## src/hw/rtl/tobb_pkg.sv

```systemverilog
`timescale 1ns / 1ps
`default_nettype none
// ----------------------------------------------------------------------------
// tobb_pkg
// shared widths, types and state codes of the tick to ohlc bar builder
// ----------------------------------------------------------------------------
package tobb_pkg;

    localparam int PRICE_W = 24;
    localparam int VOL_W   = 24;
    localparam int TIME_W  = 27;
    localparam int BVOL_W  = 32;
    localparam int CVOL_W  = 48;
    localparam int CPV_W   = 64;
    localparam int PV_W    = 48;

    typedef enum logic [7:0] {
        ST_IDLE  = 8'b0000_0001,
        ST_MUL   = 8'b0000_0010,
        ST_DIVT  = 8'b0000_0100,
        ST_DIVS  = 8'b0000_1000,
        ST_UPD   = 8'b0001_0000,
        ST_VWAP  = 8'b0010_0000,
        ST_EMIT  = 8'b0100_0000,
        ST_WAIT  = 8'b1000_0000
    } state_t;

    // control between the sequencer and the serial divider
    typedef struct packed {
        logic start;
        logic busy;
        logic done;
    } div_ctl_t;

endpackage : tobb_pkg
`default_nettype wire

```

## src/hw/rtl/tobb_serial_div.sv

```systemverilog
`timescale 1ns / 1ps
`default_nettype none
// ----------------------------------------------------------------------------
// tobb_serial_div
// restoring divider, one quotient bit per cycle, 64 by 48 bit
// ----------------------------------------------------------------------------
module tobb_serial_div
    import tobb_pkg::*;
(
    input  wire logic                clk,
    input  wire logic                rst_n,
    input  wire logic                start,
    input  wire logic [CPV_W-1:0]    dividend,
    input  wire logic [CVOL_W-1:0]   divisor,
    output div_ctl_t                 ctl,
    output logic      [CPV_W-1:0]    quotient,
    output logic      [CVOL_W-1:0]   remainder
);

    logic [CPV_W-1:0]  quo_reg, quo_next;
    logic [CVOL_W:0]   rem_reg, rem_next;
    logic [CVOL_W-1:0] dsr_reg, dsr_next;
    logic [6:0]        cnt_reg, cnt_next;
    logic              busy_reg, busy_next;
    logic              done_reg, done_next;
    logic [CVOL_W:0]   trial;
    logic [CVOL_W:0]   diff;

    always_comb
    begin
        quo_next  = quo_reg;
        rem_next  = rem_reg;
        dsr_next  = dsr_reg;
        cnt_next  = cnt_reg;
        busy_next = busy_reg;
        done_next = 1'b0;
        trial     = {rem_reg[CVOL_W-1:0], quo_reg[CPV_W-1]};
        diff      = trial - {1'b0, dsr_reg};
        if (start) begin
            quo_next  = dividend;
            rem_next  = '0;
            dsr_next  = divisor;
            cnt_next  = 7'(CPV_W);
            busy_next = 1'b1;
        end else if (busy_reg) begin
            // shift one dividend bit into the partial remainder
            if (!diff[CVOL_W]) begin
                rem_next = diff;
                quo_next = {quo_reg[CPV_W-2:0], 1'b1};
            end else begin
                rem_next = trial;
                quo_next = {quo_reg[CPV_W-2:0], 1'b0};
            end
            cnt_next = cnt_reg - 7'd1;
            if (cnt_reg == 7'd1) begin
                busy_next = 1'b0;
                done_next = 1'b1;
            end
        end
    end

    always_ff @(posedge clk or negedge rst_n)
    begin
        if (!rst_n) begin
            cnt_reg  <= '0;
            busy_reg <= 1'b0;
            done_reg <= 1'b0;
        end else begin
            cnt_reg  <= cnt_next;
            busy_reg <= busy_next;
            done_reg <= done_next;
        end
    end

    always_ff @(posedge clk)
    begin
        quo_reg <= quo_next;
        rem_reg <= rem_next;
        dsr_reg <= dsr_next;
    end

    assign ctl.start  = start;
    assign ctl.busy   = busy_reg;
    assign ctl.done   = done_reg;
    assign quotient   = quo_reg;
    assign remainder  = rem_reg[CVOL_W-1:0];

endmodule : tobb_serial_div
`default_nettype wire

```

## src/hw/rtl/tick_to_ohlc_bar_builder_unit.sv

```systemverilog
`timescale 1ns / 1ps
`default_nettype none
// ----------------------------------------------------------------------------
// tick_to_ohlc_bar_builder_unit
// ohlcv candlestick builder with cumulative session vwap
// ----------------------------------------------------------------------------
// sequence from request to first result: shift-add multiply, two bucket
//   divisions, update, vwap division, emit
// a tick that closes a bar gives its second result after the first
//   leaves, by way of update, vwap division and emit
// one request in flight: a new tick is taken only when idle with no result pending
// reset: async active low, all bar and session state cleared, period 60000
// ----------------------------------------------------------------------------
module tick_to_ohlc_bar_builder_unit
    import tobb_pkg::*;
#(
    parameter int RESET_PERIOD = 60000
)
(
    input  wire logic                clk,
    input  wire logic                rst_n,
    // configuration write
    input  wire logic                cfg_valid,
    output logic                     cfg_ready,
    input  wire logic [TIME_W-1:0]   cfg_data,
    // tick requests
    input  wire logic                in_valid,
    output logic                     in_stall,
    input  wire logic                op,
    input  wire logic [PRICE_W-1:0]  price,
    input  wire logic [VOL_W-1:0]    volume,
    input  wire logic [TIME_W-1:0]   time_ms,
    // bar results
    output logic                     out_valid,
    input  wire logic                out_stall,
    output logic                     last,
    output logic [PRICE_W-1:0]       open_price,
    output logic [PRICE_W-1:0]       high_price,
    output logic [PRICE_W-1:0]       low_price,
    output logic [PRICE_W-1:0]       close_price,
    output logic [BVOL_W-1:0]        bar_volume,
    output logic [TIME_W-1:0]        bar_start_time,
    output logic [TIME_W-1:0]        bar_last_time,
    output logic [PRICE_W-1:0]       vwap,
    output logic [PRICE_W-1:0]       vwap_deviation,
    output logic [PRICE_W-1:0]       session_high,
    output logic [PRICE_W-1:0]       session_low
);

    state_t state_reg, state_next;

    logic [TIME_W-1:0]  period_reg;
    logic               started_reg;
    logic [PRICE_W-1:0] open_reg, high_reg, low_reg, close_reg;
    logic [BVOL_W-1:0]  bvol_reg;
    logic [TIME_W-1:0]  tstart_reg, tlast_reg;
    logic [CVOL_W-1:0]  cvol_reg;
    logic [CPV_W-1:0]   cpv_reg;
    logic [PRICE_W-1:0] shigh_reg, slow_reg;

    // captured request
    logic               op_reg;
    logic [PRICE_W-1:0] price_reg;
    logic [VOL_W-1:0]   vol_reg;
    logic [TIME_W-1:0]  time_reg;

    // shift-add multiplier, one volume bit per cycle
    logic [PV_W-1:0]    pv_reg;
    logic [VOL_W-1:0]   mq_reg;
    logic [PV_W-1:0]    mc_reg;
    logic [4:0]         mcnt_reg;

    logic [CPV_W-1:0]   tq_reg;      // bucket of the tick time
    logic               newbkt_reg;  // tick closes the bar
    logic               second_reg;  // second result of a closing tick pending

    // output register
    logic               ov_reg;

    // divider
    logic               div_start;
    logic [CPV_W-1:0]   div_a;
    logic [CVOL_W-1:0]  div_b;
    div_ctl_t           div_ctl;
    logic [CPV_W-1:0]   div_q;
    logic [CVOL_W-1:0]  div_r;

    logic [TIME_W-1:0]  per_eff;
    logic               new_sess;
    logic [CVOL_W:0]    cvol_sum;
    logic [CPV_W:0]     cpv_sum;
    logic [BVOL_W:0]    bvol_sum;
    logic [PRICE_W-1:0] vq;
    logic [PRICE_W-1:0] dh, dl;

    assign per_eff  = (period_reg == '0) ? TIME_W'(1) : period_reg;
    assign new_sess = op_reg || !started_reg;
    assign cvol_sum = {1'b0, cvol_reg} + (CVOL_W+1)'(vol_reg);
    assign cpv_sum  = {1'b0, cpv_reg} + (CPV_W+1)'(pv_reg);
    assign bvol_sum = {1'b0, bvol_reg} + (BVOL_W+1)'(vol_reg);

    // clamp quotient to the price range
    assign vq = (cvol_reg == '0) ? '0 :
                ((div_q[CPV_W-1:PRICE_W] != '0) ? '1 : div_q[PRICE_W-1:0]);
    assign dh = (high_reg > vq) ? (high_reg - vq) : (vq - high_reg);
    assign dl = (low_reg > vq) ? (low_reg - vq) : (vq - low_reg);

    assign in_stall  = (state_reg != ST_IDLE) || ov_reg;
    assign cfg_ready = (state_reg == ST_IDLE) && !ov_reg;
    assign out_valid = ov_reg;

    // divider operand select
    always_comb
    begin
        div_start = 1'b0;
        div_a     = cpv_reg;
        div_b     = cvol_reg;
        case (state_reg)
            ST_MUL:  begin div_a = CPV_W'(time_reg);   div_b = CVOL_W'(per_eff); end
            ST_DIVT: begin div_a = CPV_W'(tstart_reg); div_b = CVOL_W'(per_eff); end
            default: begin div_a = cpv_reg;            div_b = cvol_reg;         end
        endcase
        if (state_reg == ST_MUL && mcnt_reg == 5'd0)
            div_start = 1'b1;
        if (state_reg == ST_DIVT && div_ctl.done)
            div_start = 1'b1;
        // vwap division starts once the update has set the sums
        if (state_reg == ST_VWAP && !div_ctl.busy && !div_ctl.done)
            div_start = 1'b1;
    end

    always_comb
    begin
        state_next = state_reg;
        case (state_reg)
            ST_IDLE: if (in_valid && !in_stall) state_next = ST_MUL;
            ST_MUL:  if (mcnt_reg == 5'd0) state_next = ST_DIVT;
            ST_DIVT: if (div_ctl.done) state_next = ST_DIVS;
            ST_DIVS: if (div_ctl.done) state_next = ST_UPD;
            ST_UPD:  state_next = ST_VWAP;
            ST_VWAP: if (div_ctl.done) state_next = ST_EMIT;
            ST_EMIT: state_next = ST_WAIT;
            ST_WAIT: if (!ov_reg || !out_stall)
                         state_next = second_reg ? ST_UPD : ST_IDLE;
            default: state_next = ST_IDLE;
        endcase
    end

    always_ff @(posedge clk or negedge rst_n)
    begin
        if (!rst_n) begin
            state_reg   <= ST_IDLE;
            period_reg  <= TIME_W'(RESET_PERIOD);
            started_reg <= 1'b0;
            open_reg    <= '0;
            high_reg    <= '0;
            low_reg     <= '0;
            close_reg   <= '0;
            bvol_reg    <= '0;
            tstart_reg  <= '0;
            tlast_reg   <= '0;
            cvol_reg    <= '0;
            cpv_reg     <= '0;
            shigh_reg   <= '0;
            slow_reg    <= '0;
            ov_reg      <= 1'b0;
            second_reg  <= 1'b0;
            newbkt_reg  <= 1'b0;
            mcnt_reg    <= '0;
        end else begin
            state_reg <= state_next;
            if (cfg_valid && cfg_ready)
                period_reg <= cfg_data;
            if (ov_reg && !out_stall)
                ov_reg <= 1'b0;
            case (state_reg)
                ST_IDLE: begin
                    mcnt_reg <= 5'(VOL_W);
                end
                ST_MUL: begin
                    if (mcnt_reg != 5'd0)
                        mcnt_reg <= mcnt_reg - 5'd1;
                end
                ST_DIVS: begin
                    if (div_ctl.done)
                        newbkt_reg <= (tq_reg != div_q);
                end
                ST_UPD: begin
                    if (second_reg) begin
                        // open the new bar after the closed one has left
                        second_reg <= 1'b0;
                        open_reg   <= price_reg;
                        high_reg   <= price_reg;
                        low_reg    <= price_reg;
                        close_reg  <= price_reg;
                        bvol_reg   <= BVOL_W'(vol_reg);
                        tstart_reg <= time_reg;
                        tlast_reg  <= time_reg;
                        cvol_reg   <= cvol_sum[CVOL_W] ? '1 : cvol_sum[CVOL_W-1:0];
                        cpv_reg    <= cpv_sum[CPV_W] ? '1 : cpv_sum[CPV_W-1:0];
                    end else if (new_sess) begin
                        started_reg <= 1'b1;
                        open_reg    <= price_reg;
                        high_reg    <= price_reg;
                        low_reg     <= price_reg;
                        close_reg   <= price_reg;
                        bvol_reg    <= BVOL_W'(vol_reg);
                        tstart_reg  <= time_reg;
                        tlast_reg   <= time_reg;
                        cvol_reg    <= CVOL_W'(vol_reg);
                        cpv_reg     <= CPV_W'(pv_reg);
                        shigh_reg   <= price_reg;
                        slow_reg    <= price_reg;
                    end else begin
                        if (price_reg > shigh_reg) shigh_reg <= price_reg;
                        if (price_reg < slow_reg)  slow_reg  <= price_reg;
                        tlast_reg <= time_reg;
                        if (newbkt_reg) begin
                            // closed bar goes out first, sums unchanged
                            second_reg <= 1'b1;
                        end else begin
                            if (price_reg > high_reg) high_reg <= price_reg;
                            if (price_reg < low_reg)  low_reg  <= price_reg;
                            close_reg <= price_reg;
                            bvol_reg  <= bvol_sum[BVOL_W] ? '1 : bvol_sum[BVOL_W-1:0];
                            cvol_reg  <= cvol_sum[CVOL_W] ? '1 : cvol_sum[CVOL_W-1:0];
                            cpv_reg   <= cpv_sum[CPV_W] ? '1 : cpv_sum[CPV_W-1:0];
                        end
                    end
                end
                ST_EMIT: begin
                    ov_reg <= 1'b1;
                end
                default: begin
                end
            endcase
        end
    end

    // payload registers
    always_ff @(posedge clk)
    begin
        if (state_reg == ST_IDLE && in_valid && !in_stall) begin
            op_reg    <= op;
            price_reg <= price;
            vol_reg   <= volume;
            time_reg  <= time_ms;
            pv_reg    <= '0;
            mq_reg    <= volume;
            mc_reg    <= PV_W'(price);
        end
        if (state_reg == ST_MUL && mcnt_reg != 5'd0) begin
            if (mq_reg[0])
                pv_reg <= pv_reg + mc_reg;
            mq_reg <= mq_reg >> 1;
            mc_reg <= mc_reg << 1;
        end
        if (state_reg == ST_DIVT && div_ctl.done)
            tq_reg <= div_q;
        if (state_reg == ST_EMIT) begin
            last           <= !second_reg;
            open_price     <= open_reg;
            high_price     <= high_reg;
            low_price      <= low_reg;
            close_price    <= close_reg;
            bar_volume     <= bvol_reg;
            bar_start_time <= tstart_reg;
            bar_last_time  <= tlast_reg;
            vwap           <= vq;
            vwap_deviation <= (dh > dl) ? dh : dl;
            session_high   <= shigh_reg;
            session_low    <= slow_reg;
        end
    end

    tobb_serial_div u_div (
        .clk       (clk),
        .rst_n     (rst_n),
        .start     (div_start),
        .dividend  (div_a),
        .divisor   (div_b),
        .ctl       (div_ctl),
        .quotient  (div_q),
        .remainder (div_r)
    );

    logic unused_rem;
    assign unused_rem = ^div_r ^ div_ctl.start;

endmodule : tick_to_ohlc_bar_builder_unit
`default_nettype wire

```

## config.mk

```make
export PLATFORM = sky130hd
export DESIGN_NAME = tick_to_ohlc_bar_builder_unit
export DESIGN_NICKNAME = d
export VERILOG_FILES = /design/src/hw/rtl/tobb_pkg.sv /design/src/hw/rtl/tobb_serial_div.sv /design/src/hw/rtl/tick_to_ohlc_bar_builder_unit.sv
export SDC_FILE = /design/constraint.sdc
export NUM_CORES = 2
export LEC_CHECK = 0
export ABC_CLOCK_PERIOD_IN_PS = 7500
export BUFFER_PORTS_ARGS = -buffer_cell sky130_fd_sc_hd__clkbuf_2
export CAP_MARGIN = 20
export CORE_UTILIZATION = 30
export DETAILED_ROUTE_END_ITERATION = 10
export SLEW_MARGIN = 20
export SYNTH_ARGS = -nofsm -noshare
export SYNTH_HDL_FRONTEND = slang
export SYNTH_SLANG_ARGS = --single-unit
export TNS_END_PERCENT = 10
```

## constraint.sdc

```tcl
create_clock -name clk -period 7.5 [get_ports clk]
set_clock_uncertainty 0.2 [all_clocks]
set_input_delay 0.75 -clock clk [delete_from_list [all_inputs] [get_ports clk]]
set_output_delay 0.75 -clock clk [all_outputs]
set_load 0.01 [all_outputs]
```

; Yosys cells after proc, flatten, opt, wreduce, memory -nomap -nowiden
; Cells that the tools add are included.
[word_totals]
regBits = 1094
[op_classes]
addsub = 11
magnitude_cmp = 7
eq_ne = 19
muxes = 76
bitwise_logic = 1
reduce_logical = 46
[ops]
columns = cell, n
row1 = $mux 24, 22
row2 = $mux 48, 10
row3 = $mux 64, 6
row4 = $mux 32, 4
row5 = $pmux 64 s2, 1
row6 = $gt 24x24->1, 5
row7 = $mux 27, 4
row8 = $sub 24x24->24, 4
row9 = $add 64x48->65, 1
row10 = $ne 64x64->1, 1
row11 = $pmux 8 s8, 1
row12 = $add 48x24->49, 1
row13 = $sub 49x48->49, 1
row14 = $add 48x48->48, 1
row15 = $logic_not 48->1, 1
row16 = $lt 24x24->1, 2
row17 = $mux 8, 6
row18 = $mux 23, 2
row19 = $reduce_bool 40->1, 1
row20 = $add 32x24->33, 1
row21 = $logic_not 27->1, 1
row22 = $mux 1, 15
row23 = $reduce_and 3->1, 5
row24 = $mux 7, 2
row25 = 28 further kinds, 62

; Logic depth before layout (Yosys ltp)
[depth]
ltp_word = 7
depth_mapped = 33
ltp_nobuf = 28

; Modules after synthesis
; From an unflattened synthesis, not the netlist that was laid out.
[unflattened]
hier_cells = 5714
area_unflattened_um2 = 60241.5
[modules_own_cells]
columns = mod, n_inst, cells_each, area_per_inst_um2
row1 = tick_to_ohlc_bar_builder_unit, 1, 4802, 50646.1
row2 = tobb_serial_div, 1, 912, 9595.5

; Worst setup path after synthesis
; OpenSTA, ideal clock, no wires.
[synth_timing]
kind = register to register
from = reg state_reg[1]
to = reg bar_last_time[0], enable pin
setup_time_ps = 629
t_arrival_ps = 6365
required_time_ps = 6671
path_slack_ps = 307
stages_incl_launch_ff = 5
path_buffers = 0
path_cell_list = dfrtp_1 -> nor4_1 -> and2_1 -> nand3b_1 -> inv_1
[synth_via]
elab_chain_len = 1
[synth_rtl]
columns = element, line_no
row1 = from (decl), tick_to_ohlc_bar_builder_unit.sv:50  ; state_t state_reg, state_next;
row2 = from (signal assigned), tick_to_ohlc_bar_builder_unit.sv:171  ; state_reg <= state_next;
row3 = $eq 8x7->1, tick_to_ohlc_bar_builder_unit.sv:260  ; if (state_reg == ST_EMIT) begin
row4 = to (signal assigned), tick_to_ohlc_bar_builder_unit.sv:268  ; bar_last_time <= tlast_reg;
row5 = to (decl), tick_to_ohlc_bar_builder_unit.sv:43  ; output logic [TIME_W-1:0] bar_last_time,
; No other way between the ends.
; A chain may end at the register's enable or synchronous reset.

; Worst setup path in the final report
[layout_timing]
from = reg cvol_reg[7]
to = reg vwap_deviation[22], data pin
[layout_via]
elab_chain_len = 6
word_cells_on_any_way = 12
[layout_rtl]
columns = element, line_no
row1 = from (decl), tick_to_ohlc_bar_builder_unit.sv:57  ; logic [CVOL_W-1:0] cvol_reg;
row2 = from (signal assigned), tick_to_ohlc_bar_builder_unit.sv:199  ; cvol_reg <= cvol_sum[CVOL_W] ? '1 : cvol_sum[CVOL_W-1:0];
row3 = from (signal assigned), tick_to_ohlc_bar_builder_unit.sv:210  ; cvol_reg <= CVOL_W'(vol_reg);
row4 = from (signal assigned), tick_to_ohlc_bar_builder_unit.sv:226  ; cvol_reg <= cvol_sum[CVOL_W] ? '1 : cvol_sum[CVOL_W-1:0];
row5 = $logic_not 48->1 *, tick_to_ohlc_bar_builder_unit.sv:103  ; assign vq = (cvol_reg == '0) ? '0 :
row6 = $mux 24 *, tick_to_ohlc_bar_builder_unit.sv:103
row7 = net vq[14], tick_to_ohlc_bar_builder_unit.sv:93  ; logic [PRICE_W-1:0] vq;
row8 = $sub 24x24->24 (tied with other cells), tick_to_ohlc_bar_builder_unit.sv:105  ; assign dh = (high_reg > vq) ? (high_reg - vq) : (vq - high_reg);
row9 = "$mux 24, on equally long branches", "tick_to_ohlc_bar_builder_unit.sv:105, tick_to_ohlc_bar_builder_unit.sv:106"
row10 = $gt 24x24->1, tick_to_ohlc_bar_builder_unit.sv:270  ; vwap_deviation <= (dh > dl) ? dh : dl;
row11 = $mux 24 *, tick_to_ohlc_bar_builder_unit.sv:270
row12 = to (signal assigned), tick_to_ohlc_bar_builder_unit.sv:270
row13 = to (decl), tick_to_ohlc_bar_builder_unit.sv:45  ; output logic [PRICE_W-1:0] vwap_deviation,
; The timed path passes the listed nets; every way through them passes the cells marked *.

==> impl_results.html <==
<table>
<tr><th>Metric</th><th>Value</th></tr>
<tr><th colspan="2">Status</th></tr>
<tr><td>Status</td><td>complete, no violations</td></tr>
<tr><th colspan="2">Die</th></tr>
<tr><td>Boundary Pins</td><td>390</td></tr>
<tr><td>Die Area</td><td>201000 um^2</td></tr>
<tr><td>Placeable core region</td><td>197600 um^2</td></tr>
<tr><td>Initial Util</td><td>0.3024</td></tr>
<tr><td>Number of standard-cell rows in the floorplan</td><td>163</td></tr>
<tr><td>Overall die width</td><td>448.3 um</td></tr>
<tr><td>Die height</td><td>448.3 um</td></tr>
<tr><th colspan="2">Logic synthesis</th></tr>
<tr><td>Post-Synthesis Net Count</td><td>6272</td></tr>
<tr><td>Share of synthesized area occupied by flip-flops and latches</td><td>0.5004</td></tr>
<tr><td>Gate Count Post-Synth</td><td>5750</td></tr>
<tr><td>Post-synth EDFFs</td><td>601</td></tr>
<tr><td>Post-synth top flop</td><td>sky130_fd_sc_hd__edfxtp_1</td></tr>
<tr><td>Fraction of registers with async set/reset</td><td>0.3611</td></tr>
<tr><td>Post-synthesis sequential element count</td><td>1094</td></tr>
<tr><td>Post-synthesis area per instance</td><td>10.39 um^2</td></tr>
<tr><td>Combined area of all synthesized cells</td><td>59750 um^2</td></tr>
<tr><td>Yosys warning count</td><td>0</td></tr>
<tr><td>Distinct cell type count of the synthesized netlist</td><td>99</td></tr>
<tr><th colspan="2">Setup path</th></tr>
<tr><td>Worst reg2reg path startpoint</td><td>cvol_reg[7]</td></tr>
<tr><td>Worst r2r dst</td><td>vwap_deviation[22]</td></tr>
<tr><td>Number of cells on the worst reg-to-reg path</td><td>31</td></tr>
<tr><td>Critical Path Most Common Cell</td><td>sky130_fd_sc_hd__buf_4</td></tr>
<tr><td>Critical path type</td><td>reg -&gt; reg</td></tr>
<tr><td>CP Data Required Time</td><td>7800 ps</td></tr>
<tr><td>Critical-path top delay cell</td><td>sky130_fd_sc_hd__dfrtp_1</td></tr>
<tr><td>CP endpoint kind</td><td>register</td></tr>
<tr><td>Family with the most delay on the worst path</td><td>simple AND/OR/NAND/NOR gates</td></tr>
<tr><td>Kind of start point of the critical path</td><td>register</td></tr>
<tr><td>Register-to-register setup slack</td><td>340 ps</td></tr>
<tr><td>Worst-path fanout max</td><td>16</td></tr>
<tr><td>CP arrival</td><td>7460 ps</td></tr>
<tr><td>Largest stage delay, worst path</td><td>420 ps</td></tr>
<tr><td>Levels on crit path</td><td>31</td></tr>
<tr><td>Number of buffers and inverters on the critical path</td><td>8</td></tr>
<tr><th colspan="2">Hold path</th></tr>
<tr><td>Worst Hold Endpoint</td><td>period_reg[25]</td></tr>
<tr><td>Hold Crit Class</td><td>in -&gt; reg</td></tr>
<tr><td>Cells on Worst Hold Path</td><td>2</td></tr>
<tr><td>Worst Hold Launch</td><td>cfg_data[25]</td></tr>
<tr><th colspan="2">Clocking</th></tr>
<tr><td>CTS clk-pin slew, worst paths</td><td>70 ps</td></tr>
<tr><td>Insertion delay of the later-clocked pin in the worst-skew pair</td><td>810 ps</td></tr>
<tr><td>Number of H-tree levels</td><td>3</td></tr>
<tr><td>Number of clock buffers inserted by TritonCTS</td><td>117</td></tr>
<tr><td>Clk Tree Root Cell</td><td>sky130_fd_sc_hd__clkbuf_16</td></tr>
<tr><td>Maximum root-to-sink buffer count</td><td>3</td></tr>
<tr><td>TritonCTS clock tree</td><td>done</td></tr>
<tr><td>Count of clock tree sinks</td><td>1094</td></tr>
<tr><th colspan="2">Drt</th></tr>
<tr><td>Post-detailed-routing wire length</td><td>193000 um</td></tr>
<tr><td>DR pass1 iterations</td><td>7</td></tr>
<tr><td>Number of violations reported at the end of detailed-routing iteration 0</td><td>3910</td></tr>
<tr><td>Routed wire per std cell</td><td>21.42 um</td></tr>
<tr><td>Number of vias after detailed routing</td><td>46.59k</td></tr>
<tr><td>Detailed-route vias per instance</td><td>5.171</td></tr>
<tr><td>DRC violations left</td><td>0</td></tr>
<tr><td>DRT antenna net count</td><td>0</td></tr>
<tr><th colspan="2">GRT</th></tr>
<tr><td>Global-route wire length before repair</td><td>286400 um</td></tr>
<tr><td>Antenna violations before repair</td><td>15</td></tr>
<tr><td>Vias in the first global route</td><td>45.13k</td></tr>
<tr><td>Overall global routing resource usage</td><td>0.1867</td></tr>
<tr><td>Maximum number of pins on one net before global-route repair</td><td>165</td></tr>
<tr><td>Overflow after GRT</td><td>0</td></tr>
<tr><th colspan="2">Timing</th></tr>
<tr><td>Worst Tran Pin Value</td><td>1094 ps</td></tr>
<tr><td>Max transition margin</td><td>0.2710</td></tr>
<tr><td>Count of final hold-check violations</td><td>0</td></tr>
<tr><td>Portion of the clock cycle consumed by the worst path in the final layout</td><td>0.9546</td></tr>
<tr><td>Shortest period the worst path allows</td><td>7159 ps</td></tr>
<tr><td>Final setup violation count</td><td>0</td></tr>
<tr><td>Final critical-path setup slack</td><td>340.7 ps</td></tr>
<tr><td>Achievable frequency</td><td>0.1397 GHz</td></tr>
<tr><td>Final-report max-slew violation count</td><td>0</td></tr>
<tr><th colspan="2">Cells and area</th></tr>
<tr><td>Area growth from synthesis to layout</td><td>18.18%</td></tr>
<tr><td>Total of fill cells in the finished design</td><td>19.56k</td></tr>
<tr><td>Nets</td><td>6779</td></tr>
<tr><td>Core occupancy in the finished layout</td><td>0.3573</td></tr>
<tr><td>Fraction of layout instances using a drive strength above 1</td><td>0.1582</td></tr>
<tr><td>Area of all placed cells without fillers</td><td>70620 um^2</td></tr>
<tr><th colspan="2">Flow run</th></tr>
<tr><td>Max capacitance violation total</td><td>0</td></tr>
<tr><th colspan="2">Placement</th></tr>
<tr><td>Placed Area</td><td>65380 um^2</td></tr>
<tr><td>Global placement routability congestion</td><td>0.9355</td></tr>
<tr><td>Port Buffer Count</td><td>389</td></tr>
<tr><td>DP HPWL</td><td>143700 um</td></tr>
<tr><td>Setup Slack @ Placement</td><td>42.22 ps</td></tr>
<tr><th colspan="2">Power</th></tr>
<tr><td>PwrDens</td><td>236.3 nW/um^2</td></tr>
<tr><td>Static leakage</td><td>31.10 nW</td></tr>
<tr><td>Worst supply voltage drop on vdd</td><td>0.2383 mV</td></tr>
</table>
[per-layer routing]
layer	GRT usage	share of wire	vias up
li1	-	-	22030
met1	0.2546	0.45	22890
met2	0.2987	0.46	1359
met3	0.02293	0.051	304
met4	0.07747	0.041	8
met5	0	0.00030	-
[area by class of cell]
cell class | count | area, um^2 | area share
flip-flops and latches | 1094 | 29900 | 0.4235
multi-input cells | 4129 | 28080 | 0.3976
repair buffers | 629 | 4093 | 0.05796
well taps | 2640 | 3303 | 0.04678
clock buffers | 149 | 3199 | 0.04530
inverters | 286 | 1086 | 0.01538
clock inverters | 74 | 934.6 | 0.01324
diodes | 9 | 22.52 | 0.0003189
[synthesized netlist by cell type, drive strengths merged, types with 11 or more instances]
cell type | number | area [um^2]
a2111oi | 11 | 115.1
a211oi | 45 | 337.8
a21boi | 11 | 82.58
a21o | 177 | 1329
a21oi | 371 | 1876
a22o | 33 | 289.0
a22oi | 32 | 245.2
a311oi | 16 | 146.4
a31oi | 76 | 488.0
a32oi | 16 | 140.1
a41oi | 14 | 130.1
and2 | 73 | 456.7
and3 | 39 | 244.0
and4 | 11 | 96.34
buf | 51 | 270.3
clkbuf | 190 | 714.4
dfrtp | 387 | 9684
dfxtp | 98 | 1962
edfxtp | 601 | 18050
ha | 405 | 5067
inv | 286 | 1074
mux2 | 179 | 2016
mux2i | 83 | 830.8
nand2 | 765 | 2874
nand2b | 36 | 225.2
nand3 | 108 | 540.5
nand4 | 78 | 488.0
nor2 | 250 | 943.4
nor2b | 54 | 337.8
nor3 | 123 | 635.6
nor4 | 68 | 437.9
o211ai | 33 | 247.7
o21a | 42 | 315.3
o21ai | 445 | 2246
o21bai | 46 | 345.3
o22ai | 18 | 112.6
o31a | 11 | 96.34
o31ai | 23 | 172.7
or3 | 31 | 193.9
xnor2 | 124 | 1086
xor2 | 158 | 1384
[logic make-up (layout without fill, tap and decap cells)]
group,Yosys count,count (layout),share of synthesized area
AO/OA/AOI/OAI,1496,1496,0.1584
XOR/XNOR,282,282,0.04133
adder cells (fa/ha/maj),414,414,0.08782
buffers and inverters,527,1138,0.03444
flip-flops,1094,1094,0.5004
multiplexers,262,262,0.04764
other,0,9,0
AND/OR/NAND/NOR,1675,1675,0.1300
[worst reg2reg max path: cells and delay by family (launching register included)]
family                   cells  cell delay [ps]
flip-flops                   1              420
buffers and inverters        8             1610
AND/OR/NAND/NOR              8             1870
multiplexers                 3              550
AO/OA/AOI/OAI                9             1330
XOR/XNOR                     1              250
adder cells (fa/ha/maj)      2              660
[layout by cell type (no fill, tap or decap), types with 119 or more instances in the layout]
| master | Yosys | layout |
|---|---|---|
| sky130_fd_sc_hd__nor3_1 | 119 | 119 |
| sky130_fd_sc_hd__xnor2_1 | 124 | 120 |
| sky130_fd_sc_hd__nand2_1 | 764 | 762 |
| sky130_fd_sc_hd__buf_4 | 4 | 146 |
| sky130_fd_sc_hd__a21o_1 | 177 | 176 |
| sky130_fd_sc_hd__a21oi_1 | 368 | 366 |
| sky130_fd_sc_hd__dfrtp_1 | 387 | 387 |
| sky130_fd_sc_hd__edfxtp_1 | 601 | 601 |
| sky130_fd_sc_hd__inv_1 | 285 | 282 |
| sky130_fd_sc_hd__o21ai_0 | 356 | 338 |
| sky130_fd_sc_hd__clkbuf_2 | 1 | 388 |
| sky130_fd_sc_hd__nor2_1 | 248 | 239 |
| sky130_fd_sc_hd__ha_1 | 405 | 403 |
| sky130_fd_sc_hd__xor2_1 | 158 | 158 |
| sky130_fd_sc_hd__mux2_2 | 172 | 172 |
[what timing repair did]
action                                  CTS  global route
hold endpoints to repair                169             0
resized for setup                         1            44
endpoints found under the setup margin    9            24
pin swaps                                 0             4
hold buffers                             84             0
setup buffers                             0             5
[worst max-delay path by stage]
stage / from / to / slack (ps)
3_5_place_dp: u_div.quotient[28] / vwap_deviation[22] / 40
2_1_floorplan: state_reg[1] / bar_last_time[0] / 310
3_3_place_gp: u_div.quotient[28] / vwap_deviation[15] / 160
4_1_cts: u_div.quotient[28] / vwap_deviation[22] / 20
5_1_grt: cvol_reg[7] / vwap_deviation[18] / -4
6_report: cvol_reg[7] / vwap_deviation[22] / 340
[metrics by stage]
stage / hold slack [ps] / total power (W) / setup TNS (ps) / cells
2_1_floorplan: 219.4 / 0.009488 / 0 / 5750
3_3_place_gp: 225.6 / 0.01049 / 0 / 8686
3_5_place_dp: 227.3 / 0.01055 / 0 / 8686
4_1_cts: 5.353 / 0.01681 / 0 / 8993
5_1_grt: 19.74 / 0.01743 / -3.926 / 9008
6_report: 62.13 / 0.01669 / 0 / 9010
[power by group]
group          leakage [nW]  total (W)  internal [W]  switching (W)
clock                  2.02    0.00619       0.00353        0.00265
sequential             12.5    0.00747       0.00691       0.000560
combinational          16.6    0.00303       0.00119        0.00185
total                  31.1     0.0167        0.0116        0.00506
(Power assumes the default switching activity.)
